==> config.mk <==
export PLATFORM = sky130hd
export DESIGN_NAME = infix_to_postfix_converter
export DESIGN_NICKNAME = d
export VERILOG_FILES = /design/src/sv/ity_pkg.sv /design/src/sv/ity_cell.sv /design/src/sv/ity_stack.sv /design/src/sv/infix_to_postfix_converter.sv
export VERILOG_INCLUDE_DIRS = /design/src /design/src/sv
export SDC_FILE = /design/constraint.sdc
export NUM_CORES = 1
export LEC_CHECK = 0
export BUFFER_PORTS_ARGS = -buffer_cell sky130_fd_sc_hd__buf_2
export CORE_MARGIN = 3
export CORE_UTILIZATION = 60
export CTS_CLUSTER_SIZE = 16
export DETAILED_ROUTE_END_ITERATION = 8
export MAX_ROUTING_LAYER = met4
export PLACE_DENSITY = 0.75
export SYNTH_ARGS = -nofsm -noshare
export SYNTH_HDL_FRONTEND = slang
export SYNTH_SLANG_ARGS = --single-unit
==> constraint.sdc <==
create_clock -name clk_i -period 6.5 [get_ports clk_i]
set_clock_uncertainty 0.2 [all_clocks]
set_input_delay 0.325 -clock clk_i [delete_from_list [all_inputs] [get_ports clk_i]]
set_output_delay 0.325 -clock clk_i [all_outputs]
set_load 0.02 [all_outputs]
==> src/sv/assert_macros.svh <==
// Assertion macros used by the converter RTL.
`ifndef ASSERT_MACROS_SVH
`define ASSERT_MACROS_SVH

`ifndef ASSERT_OFF

`define ASSERT_PROP(label, clk, rst_n, prop, msg) \
  label: assert property (@(posedge clk) disable iff (!rst_n) prop) else $error(msg);

`define ASSERT_NEVER(label, clk, rst_n, cond, msg) \
  label: assert property (@(posedge clk) disable iff (!rst_n) !(cond)) else $error(msg);

`else

`define ASSERT_PROP(label, clk, rst_n, prop, msg)

`define ASSERT_NEVER(label, clk, rst_n, cond, msg)

`endif

`endif

==> src/sv/ity_pkg.sv <==
// Types, character codes and precedence tables for the infix to postfix converter.
`timescale 1ns / 1ps

package ity_pkg;

  localparam int unsigned StackDepthDef = 32;

  localparam logic [7:0] ChHash  = 8'h23;
  localparam logic [7:0] ChOpen  = 8'h28;
  localparam logic [7:0] ChClose = 8'h29;
  localparam logic [7:0] ChCaret = 8'h5E;
  localparam logic [7:0] ChDollar = 8'h24;
  localparam logic [7:0] ChStar  = 8'h2A;
  localparam logic [7:0] ChSlash = 8'h2F;
  localparam logic [7:0] ChPlus  = 8'h2B;
  localparam logic [7:0] ChMinus = 8'h2D;
  localparam logic [7:0] ChNul   = 8'h00;

  typedef logic signed [4:0] prec_t;

  localparam prec_t PrecBottom = -5'sd1;

  typedef struct packed {
    logic [7:0] symbol;
    logic       end_of_expression;
  } ity_in_t;

  typedef struct packed {
    logic [7:0] out_symbol;
    logic       last;
    logic       overflow;
  } ity_out_t;

  typedef struct packed {
    logic push;
    logic pop;
  } ity_shift_t;

  function automatic prec_t stack_prec(logic [7:0] c);
    prec_t p;
    case (c)
      ChPlus, ChMinus:  p = 5'sd2;
      ChStar, ChSlash:  p = 5'sd4;
      ChCaret, ChDollar: p = 5'sd5;
      ChOpen:           p = 5'sd0;
      ChHash:           p = -5'sd1;
      default:          p = 5'sd8;
    endcase
    return p;
  endfunction

  function automatic prec_t input_prec(logic [7:0] c);
    prec_t p;
    case (c)
      ChPlus, ChMinus:  p = 5'sd1;
      ChStar, ChSlash:  p = 5'sd3;
      ChCaret, ChDollar: p = 5'sd6;
      ChOpen:           p = 5'sd9;
      ChClose:          p = 5'sd0;
      default:          p = 5'sd7;
    endcase
    return p;
  endfunction

endpackage

==> src/sv/ity_cell.sv <==
// One entry of the shifting operator stack.
`timescale 1ns / 1ps

module ity_cell (
  input  logic               clk_i,
  input  ity_pkg::ity_shift_t shift_i,
  input  logic [7:0]         prev_i,
  input  logic [7:0]         next_i,
  output logic [7:0]         data_o
);
  import ity_pkg::*;

  logic [7:0] data_q;
  logic [7:0] data_d;

  always_comb begin
    data_d = data_q;
    if (shift_i.push) begin
      data_d = prev_i;
    end else if (shift_i.pop) begin
      data_d = next_i;
    end
  end

  always_ff @(posedge clk_i) begin
    data_q <= data_d;
  end

  assign data_o = data_q;

endmodule

==> src/sv/ity_stack.sv <==
// Row of stack cells; the top of stack sits in the first cell.
`timescale 1ns / 1ps

module ity_stack #(
  parameter int unsigned STACK_DEPTH = ity_pkg::StackDepthDef
) (
  input  logic                clk_i,
  input  ity_pkg::ity_shift_t shift_i,
  input  logic [7:0]          push_data_i,
  output logic [7:0]          top_o
);
  import ity_pkg::*;

  logic [7:0] cell_data [STACK_DEPTH];

  for (genvar i = 0; i < STACK_DEPTH; i++) begin : g_cell
    logic [7:0] prev_data;
    logic [7:0] next_data;

    if (i == 0) begin : g_head
      assign prev_data = push_data_i;
    end else begin : g_body
      assign prev_data = cell_data[i-1];
    end

    if (i == STACK_DEPTH - 1) begin : g_tail
      assign next_data = ChNul;
    end else begin : g_link
      assign next_data = cell_data[i+1];
    end

    ity_cell u_cell (
      .clk_i   (clk_i),
      .shift_i (shift_i),
      .prev_i  (prev_data),
      .next_i  (next_data),
      .data_o  (cell_data[i])
    );
  end

  assign top_o = cell_data[0];

endmodule

==> src/sv/infix_to_postfix_converter.sv <==
// Top level of the infix to postfix converter.
`timescale 1ns / 1ps
`include "assert_macros.svh"

// Shunting-yard converter: infix characters in, postfix characters out, one item at a
// time. The operator stack is a row of STACK_DEPTH shifting cells with the top in the
// first cell, so a push or pop moves every entry one place at once. For a symbol item,
// S_SCAN sends out each operator that outranks it, then pushes it or pops its match; an
// end-of-expression item makes S_FLUSH send out every stack entry and then the NUL
// terminator with last set. Each character sent out needs a free output register, so a
// stalled output holds up the conversion. overflow reports a push dropped on a full stack
// since the last terminator and is cleared once the terminator is issued.
module infix_to_postfix_converter #(
  parameter int unsigned STACK_DEPTH = ity_pkg::StackDepthDef
) (
  input  logic              clk_i,
  input  logic              rst_ni,
  input  logic              in_valid_i,
  output logic              in_ready_o,
  input  ity_pkg::ity_in_t  in_req_i,
  output logic              out_valid_o,
  input  logic              out_ready_i,
  output ity_pkg::ity_out_t out_req_o
);
  import ity_pkg::*;

  localparam int unsigned CntW = $clog2(STACK_DEPTH + 1);

  typedef enum logic [2:0] {
    S_IDLE  = 3'b001,
    S_SCAN  = 3'b010,
    S_FLUSH = 3'b100
  } state_e;

  state_e      state_q, state_d;
  logic [CntW-1:0] cnt_q, cnt_d;
  logic        ovf_q, ovf_d;
  logic        out_valid_q, out_valid_d;
  ity_out_t    out_q, out_d;
  logic [7:0]  sym_q, sym_d;

  ity_shift_t  shift;
  logic [7:0]  top;
  prec_t       top_prec;
  prec_t       in_prec;
  logic        out_free;
  logic        full;
  logic        empty;

  ity_stack #(
    .STACK_DEPTH (STACK_DEPTH)
  ) u_stack (
    .clk_i       (clk_i),
    .shift_i     (shift),
    .push_data_i (sym_q),
    .top_o       (top)
  );

  assign empty    = (cnt_q == '0);
  assign full     = (cnt_q == CntW'(STACK_DEPTH));
  assign top_prec = empty ? PrecBottom : stack_prec(top);
  assign in_prec  = input_prec(sym_q);
  assign out_free = !out_valid_q || out_ready_i;

  always_comb begin
    state_d     = state_q;
    cnt_d       = cnt_q;
    ovf_d       = ovf_q;
    sym_d       = sym_q;
    out_d       = out_q;
    out_valid_d = out_valid_q && !out_ready_i;
    shift       = '0;
    unique case (state_q)
      S_IDLE: begin
        if (in_valid_i) begin
          sym_d   = in_req_i.symbol;
          state_d = in_req_i.end_of_expression ? S_FLUSH : S_SCAN;
        end
      end
      S_SCAN: begin
        if (top_prec > in_prec) begin
          if (out_free) begin
            shift.pop   = 1'b1;
            cnt_d       = cnt_q - CntW'(1);
            out_valid_d = 1'b1;
            out_d       = '{out_symbol: top, last: 1'b0, overflow: ovf_q};
          end
        end else if (top_prec != in_prec) begin
          if (full) begin
            ovf_d = 1'b1;
          end else begin
            shift.push = 1'b1;
            cnt_d      = cnt_q + CntW'(1);
          end
          state_d = S_IDLE;
        end else begin
          shift.pop = 1'b1;
          cnt_d     = cnt_q - CntW'(1);
          state_d   = S_IDLE;
        end
      end
      S_FLUSH: begin
        if (out_free) begin
          out_valid_d = 1'b1;
          if (!empty) begin
            shift.pop = 1'b1;
            cnt_d     = cnt_q - CntW'(1);
            out_d     = '{out_symbol: top, last: 1'b0, overflow: ovf_q};
          end else begin
            out_d   = '{out_symbol: ChNul, last: 1'b1, overflow: ovf_q};
            ovf_d   = 1'b0;
            state_d = S_IDLE;
          end
        end
      end
      default: begin
        state_d = S_IDLE;
      end
    endcase
  end

  always_ff @(posedge clk_i or negedge rst_ni) begin
    if (!rst_ni) begin
      state_q     <= S_IDLE;
      cnt_q       <= '0;
      ovf_q       <= 1'b0;
      out_valid_q <= 1'b0;
    end else begin
      state_q     <= state_d;
      cnt_q       <= cnt_d;
      ovf_q       <= ovf_d;
      out_valid_q <= out_valid_d;
    end
  end

  always_ff @(posedge clk_i) begin
    sym_q <= sym_d;
    out_q <= out_d;
  end

  assign in_ready_o  = (state_q == S_IDLE);
  assign out_valid_o = out_valid_q;
  assign out_req_o   = out_q;

  `ASSERT_NEVER(a_cnt_bound, clk_i, rst_ni, cnt_q > CntW'(STACK_DEPTH), "stack count past depth")
  `ASSERT_PROP(a_ovf_full, clk_i, rst_ni, $rose(ovf_q) |-> $past(full), "overflow without full stack")
  `ASSERT_PROP(a_term_clear, clk_i, rst_ni, (state_q == S_FLUSH && empty && out_free) |=> (cnt_q == '0 && !ovf_q && out_valid_q && out_q.last), "terminator left state behind")
  `ASSERT_PROP(a_shift_excl, clk_i, rst_ni, shift.push |-> !shift.pop && !full, "push collides with pop or full stack")

endmodule

==> results of run 1 <==
## routing by layer
metal	vias up	wire [um]	track usage (%)	part of all wire, %
met5	-	0	-	0
met4	0	320	4.08	1.5
met3	28	804	2.88	3.8
met2	120	10000	28.3	48
met1	3091	9910	26.0	47
li1	2810	-	-	-
## registers in the layout, summed over array words and instances, names as in the netlist
register	flops
sym_q	8
u_stack.g_cell.u_cell.data_o	256
state_q	3
out_valid_o	1
ovf_q	1
cnt_q	6
out_req_o	10
## cell type report
cell class                      count  area, sq um
Sequential cell                   285         8500
Fill cell                        1376         6820
Multi-Input combinational cell    377         4450
Clock buffer                       37          798
Tap cell                          275          344
Timing Repair Buffer               42          298
Clock inverter                     14          106
Inverter                            6         30.0
## through the flow
step                hold slack, ns  instances
floorplan                   -0.171        700
global placement          -0.00173        973
detailed placement         0.00806        973
CTS                         0.0495       1036
global route                0.0723       1036
finish                      0.0780       1036
## worst paths after layout
kind                                                  endpoint  cells after the start  slack (ns)        from
max reg2reg                u_stack.g_cell[22].u_cell.data_o[0]                     13        1.62    cnt_q[0]
max                        u_stack.g_cell[22].u_cell.data_o[0]                     13        1.62    cnt_q[0]
min in group clk_i                                  state_q[0]                      3        0.19  in_valid_i
min reg2reg                                       out_req_o[0]                      0        0.26       ovf_q
max in group asynchronous                          out_valid_o                      3        5.15      rst_ni
min                                                 state_q[0]                      2        0.08      rst_ni
## synth_stat cells, types with 4 or more instances
cell,number
a21oi_1,10
and3_1,9
buf_2,4
buf_6,25
dfrtp_1,10
edfxtp_1,274
ha_1,6
inv_1,5
mux2_1,48
mux2_4,200
nand2_1,18
nor2_1,15
nor2b_1,9
nor3_1,4
o211ai_1,4
o21ai_0,5
xor2_1,5
## cell families after synthesis
| group | count (synthesis) | share of synthesized area (%) |
|---|---|---|
| XOR/XNOR | 7 | 0.462 |
| flip-flops | 285 | 64.1 |
| adder cells (fa/ha/maj) | 7 | 0.641 |
| buffers and inverters | 38 | 2.53 |
| AO/OA/AOI/OAI | 33 | 1.82 |
| multiplexers | 250 | 26.8 |
| AND/OR/NAND/NOR | 80 | 3.66 |
## cells in the final DEF (no fill, tap or decap), drive strengths merged, types with 4 or more instances in the layout
master,synthesis,final
a21oi,10,10
and3,9,9
buf,29,30
clkbuf,3,37
clkinv,0,12
dfrtp,10,10
dlygate4sd3,0,12
edfxtp,274,274
ha,6,6
inv,6,6
mux2,249,249
nand2,19,19
nor2,16,16
nor2b,9,9
nor3,4,4
o211ai,4,4
o21ai,8,8
xor2,5,5
## critical path, stage by stage (launching register included)
cell	delay, ns
dfrtp_1	0.44
inv_1	0.10
ha_1	0.24
nor4b_4	0.16
nand2_1	0.13
nand2_1	0.08
a221o_1	0.27
ha_1	0.32
o21ai_0	0.10
a21oi_1	0.29
o31a_4	0.28
o311ai_4	0.21
inv_8	0.68
buf_4	0.85
## power by group through the flow
stage	logic [W]	clock network [W]	registers, W
finish	0.000780	0.00159	0.00276
global placement	0.000730	0	0.00277
detailed placement	0.000772	0	0.00279
CTS	0.000781	0.00163	0.00276
global route	0.000841	0.00170	0.00281
floorplan	0.000615	0	0.00275
## repair_timing
item                                   4_1_cts  5_1_grt
hold buffers                                12        0
endpoints found under the hold margin       22        0
buffers inserted                             0        0
==> results.md, run 1 <==
* NetSw at about 0.0013 W
* Combinational fraction of design power at 15.2%
* DR pass1 iterations at 5
* YS warnings at 0
* Unique masters post-synth at 51
* Synth Instances at 700
* Fraction of registers with async set/reset at under 10%
* Switch share at 24.8%
* Seq cells post-synth at about 290
* Worst Max-Slew Pin Slew at 1.02 ns
* Quantity of gates resized following cts at 0
* Final Util at approximately two thirds
* Via count at 6049
* # setup viols final at 0
* Remaining global-route overflow at 0
* Syn Nets at between 700 and 800
* Post-DRT Antenna Nets at 0
* Ys flop type: edfxtp_1
* Largest cells by area after synthesis: edfxtp_1 (62%), mux2_4 (23%), mux2_1 (4.1%), buf_6 (2.1%), dfrtp_1 (1.9%)
* CTS tree: done
* Number of I/O port buffers at 24
* Number of inserted diodes at 0
* Placement-stage cell area at between 10000 and 15000 sq um
* Worst-path clk slew at around 0.06 ns
* Synthesized area at 13300 sq um
* Die Y-Extent at 155 um
* Initial antenna violation count at 0
* Layout area overhead at 9.45%
* PwrDens at 353 nW/um^2
* PnR Total Power at 0.00513 W
* DR vias/cell at between 5 and 6
* Setup TNS at 0 ns
* Cts bufs inserted at 30
* Post-synth top area cell: edfxtp_1
* Avg Cell Area, Syn at 19.0 sq um
* DR WL/cell at 20.3 um
* DR iter-0 viols at 446
* Flop pwr share at 53.8%
* DRT Wirelength at 21100 um
* Outcome: complete, no violations
* Root Driver: clkbuf_16
* Post-Place Worst Slack at 1.68 ns
* Arrival time worst endpoint at 4.83 ns
* Layout cells sized above 1 at 36.1%
* Fmax at a little over 0.2 GHz
* Ports at 25
* Final Instance Area at 14500 sq um
* Vias in the first global route at 6380
* CP startpoint kind: flop
* Top cell type's share of synthesized area at 62.0%
* Core area at 21400 sq um
* CP max FO at 135
* Clock Power Share at between 30% and 40%
* DRC violations left at 0
* Worst hold path type: primary input to async pin
* Hold Vio Cnt, Final at 0
* DIE AREA at roughly 24000 sq um
* Dpl hpwl at 12100 um
* Final Net Count at roughly 760
* Max-Cap Viols at 0
* Largest net degree at the start of global routing at 136
* Post-synth EDFFs at 274
* Row count at 53
* Clk_lat worst skew at 0.54 ns
* RSZ-0062 raised after global routing: no
* Starting density of the core at 62.2%
* Tcrit/Tclk final at 75.1%
* Die width at 155 um
* CTS sink cnt at 285
* Crit. End Element: flop
* Leakage at 5.78 nW
* First-pass GRT wire length at 34700 um
* GRT Total Usage at 18.2%
* Crit path required time at 6.45 ns
* VDD IR max at 0.441 mV
* Worst rel slew slack at 31.9%
* P_int at 0.00386 W
* Setup Crit Path Kind: flop to flop
* Tmin final at 4.88 ns
* Sequential share of the synthesized area at 64.1%
* H-tree Lvls at 1
* GPL Wtd Cong at 0.846
* Slew Limit Fails at 0
* Setup ws final at approximately 1.6 ns
* CTS Buffer Depth at 3
No activity file was read; power rests on OpenSTA's default activity.
==> inputs of run 2 (changes only) <==
- clock period: 6.5 -> 5.1 ns (I/O delays scaled with it)
==> run 2 against run 1 <==
Against the previous run:
- register-to-register slack lost 0.90 ns
- cell count grew 1.3%
- die area is the same
- first-iteration DRC count shrank 9.0%
- maximum frequency grew 11%
- via count grew 1.1%
- final area grew 0.89%
- highest routed layer unchanged
==> results.md, run 2 (synthesis gave the netlist of run 1 again) <==
* Outcome: complete, no violations (unchanged)
* Slew Limit Fails at 0 (unchanged)
* Starting density of the core at 62.2% (unchanged)
* CTS sink cnt at 285 (unchanged)
* DR WL/cell at 20.2 um (was 20.3 um)
* Core area at 21400 sq um (unchanged)
* Final Instance Area at 14700 sq um (was 14500 sq um)
* Initial antenna violation count at 0 (unchanged)
* Worst r2r src: cnt_q[0] (unchanged)
* Dpl hpwl at 12700 um (was 12100 um)
* RSZ-0062 raised after global routing: no (unchanged)
* Register Area at 8500 sq um (unchanged)
* Layout cells sized above 1 at 37.6% (was 36.1%)
* Tmin final at 4.38 ns (was 4.88 ns)
* First-pass GRT wire length at 35400 um (was 34700 um)
* Leakage at 5.86 nW (was 5.78 nW)
* H-tree Lvls at 1 (unchanged)
* Max-Cap Viols at 0 (unchanged)
* Worst setup startpoint: cnt_q[0] (unchanged)
* Crit. End Element: flop (unchanged)
* Worst rel slew slack at 38.7% (was 31.9%)
* Min-delay src: in_valid_i
* Number of inserted diodes at 0 (unchanged)
* Layout area overhead at 10.4% (was 9.45%)
* Commonest non-fill, non-tap cell in the layout: edfxtp_1 (unchanged)
* Vias in the first global route at 6473 (was 6380)
* Met2 usage at 28.3% (unchanged)
* Fmax at 0.228 GHz (was 0.205 GHz)
* DR vias/cell at 5.83 (was 5.84)
* Max reg flops at 256 (unchanged)
* Most frequent cells in the layout: edfxtp_1 (274), mux2_4 (200), mux2_1 (48) (unchanged)
* Die width at 155 um (unchanged)
* Hold Buf Count CTS at 13 (was 12)
* Number of I/O port buffers at 24 (unchanged)
* Post-DRT Antenna Nets at 0 (unchanged)
* Post-Place Worst Slack at 0.747 ns (was 1.68 ns)
* DR pass1 iterations at 5 (unchanged)
* CTS Buffer Depth at 3 (unchanged)
* DRT Wirelength at 21200 um (was 21100 um)
* Row count at 53 (unchanged)
* Met3 usage at 2.83% (was 2.88%)
* Root Driver: clkbuf_16 (unchanged)
* DRC violations left at 0 (unchanged)
* Met1 Use GR at 27.0% (was 26.0%)
* Post CTS Setup Buffer Count at 0 (unchanged)
* Arrival time worst endpoint at 4.47 ns (was 4.83 ns)
* Placement-stage cell area at 13600 sq um (was 13500 sq um)
* Final Util at 68.7% (was 68.1%)
* Final Net Count at 772 (was 761)
* CTS tree: done (unchanged)
* DIE AREA at 24000 sq um (unchanged)
* VDD IR max at 0.309 mV (was 0.441 mV)
* Ports at 25 (unchanged)
* Die Y-Extent at 155 um (unchanged)
* Setup TNS at 0 ns (unchanged)
* GRT Total Usage at 18.5% (was 18.2%)
* CP max FO at 64 (was 135)
* GPL Wtd Cong at 0.827 (was 0.846)
* Setup ws final at 0.719 ns (was 1.62 ns)
* # setup viols final at 0 (unchanged)
* Hold slack final at 0.131 ns (was 0.0780 ns)
* CP startpoint kind: flop (unchanged)
* Worst-path clk slew at 0.06 ns (about the same)
* Worst Max-Slew Pin Slew at 0.916 ns (was 1.02 ns)
* Area of the multi-input gates at 4450 sq um (unchanged)
* Largest net degree at the start of global routing at 108 (was 136)
* Tcrit/Tclk final at 85.9% (was 75.1%)
* Fillers at 1354 (was 1376)
* Hold Vio Cnt, Final at 0 (unchanged)
* DR iter-0 viols at 406 (was 446)
* PwrDens at 446 nW/um^2 (was 353 nW/um^2)
* Worst hold path type: primary input to flop (was primary input to async pin)
* Via count at 6114 (was 6049)
* GR peak layer: met2 (unchanged)
* Setup Crit Path Kind: flop to flop (unchanged)
* Remaining global-route overflow at 0 (unchanged)
* Cts bufs inserted at 30 (unchanged)
* Crit path required time at 5.18 ns (was 6.45 ns)
* Clk_lat worst skew at 0.55 ns (was 0.54 ns)
* Quantity of gates resized following cts at 0 (unchanged)
[run 2: cell count changes in the layout (fill, tap and decap cells not counted)]
cell | previous run | this run
buf_12 | 1 | 5
clkinv_1 | 11 | 7
buf_4 | 5 | 11
dlygate4sd3_1 | 12 | 13
clkinv_2 | 1 | 7
bufinv_16 | 2 | 1
inv_6 | 0 | 1
[run 2: worst max-delay path: stages (launching register included)]
cell and delay (ns):
dfrtp_1 0.42, inv_1 0.09, ha_1 0.24, nor4b_4 0.16
nand2_1 0.14, nand2_1 0.08, a221o_1 0.28, ha_1 0.32
o21ai_0 0.16, a21oi_1 0.11, o31a_4 0.43, nor2_8 0.27
nand2_8 0.42, buf_4 0.42, mux2_4 0.33
[run 2: path summary, 6_finish.rpt]
| kind | end | slack (ns) | cells after the start |
|---|---|---|---|
| worst max-delay path | u_stack.g_cell[11].u_cell.data_o[0] | 0.72 | 14 |
| worst min-delay path | state_q[0] | 0.13 | 3 |
| min in group asynchronous | state_q[0] | 0.55 | 3 |
| worst min register to register | out_req_o[0] | 0.29 | 0 |
| worst max register to register | u_stack.g_cell[11].u_cell.data_o[0] | 0.72 | 14 |
| max in group asynchronous | out_valid_o | 3.28 | 4 |
[run 2: layout make-up]
type                    count  area share [%]
flip-flops and latches    285            58.0
multi-input cells         377            30.4
clock buffers              37            5.44
repair buffers             53            2.95
well taps                 275            2.35
clock inverters            16           0.683
inverters                   6           0.205
[run 2: report_power, final]
part           switching, W  internal (W)  total, W
sequential         0.000286       0.00323   0.00351
combinational      0.000512      0.000510   0.00102
clock              0.000850       0.00115   0.00200
total               0.00165       0.00489   0.00654
[run 2: per-stage QoR]
step	instances	total power, W
floorplan	700	0.00426
global placement	983	0.00449
detailed placement	983	0.00456
CTS	1049	0.00659
global route	1049	0.00684
finish	1049	0.00654
[run 2: per-layer routing]
layer  share of wire [%]  up-vias
met4                 1.6        0
met3                 3.4       31
met5                   0        -
met1                  47     3154
li1                    -     2829
met2                  48      100
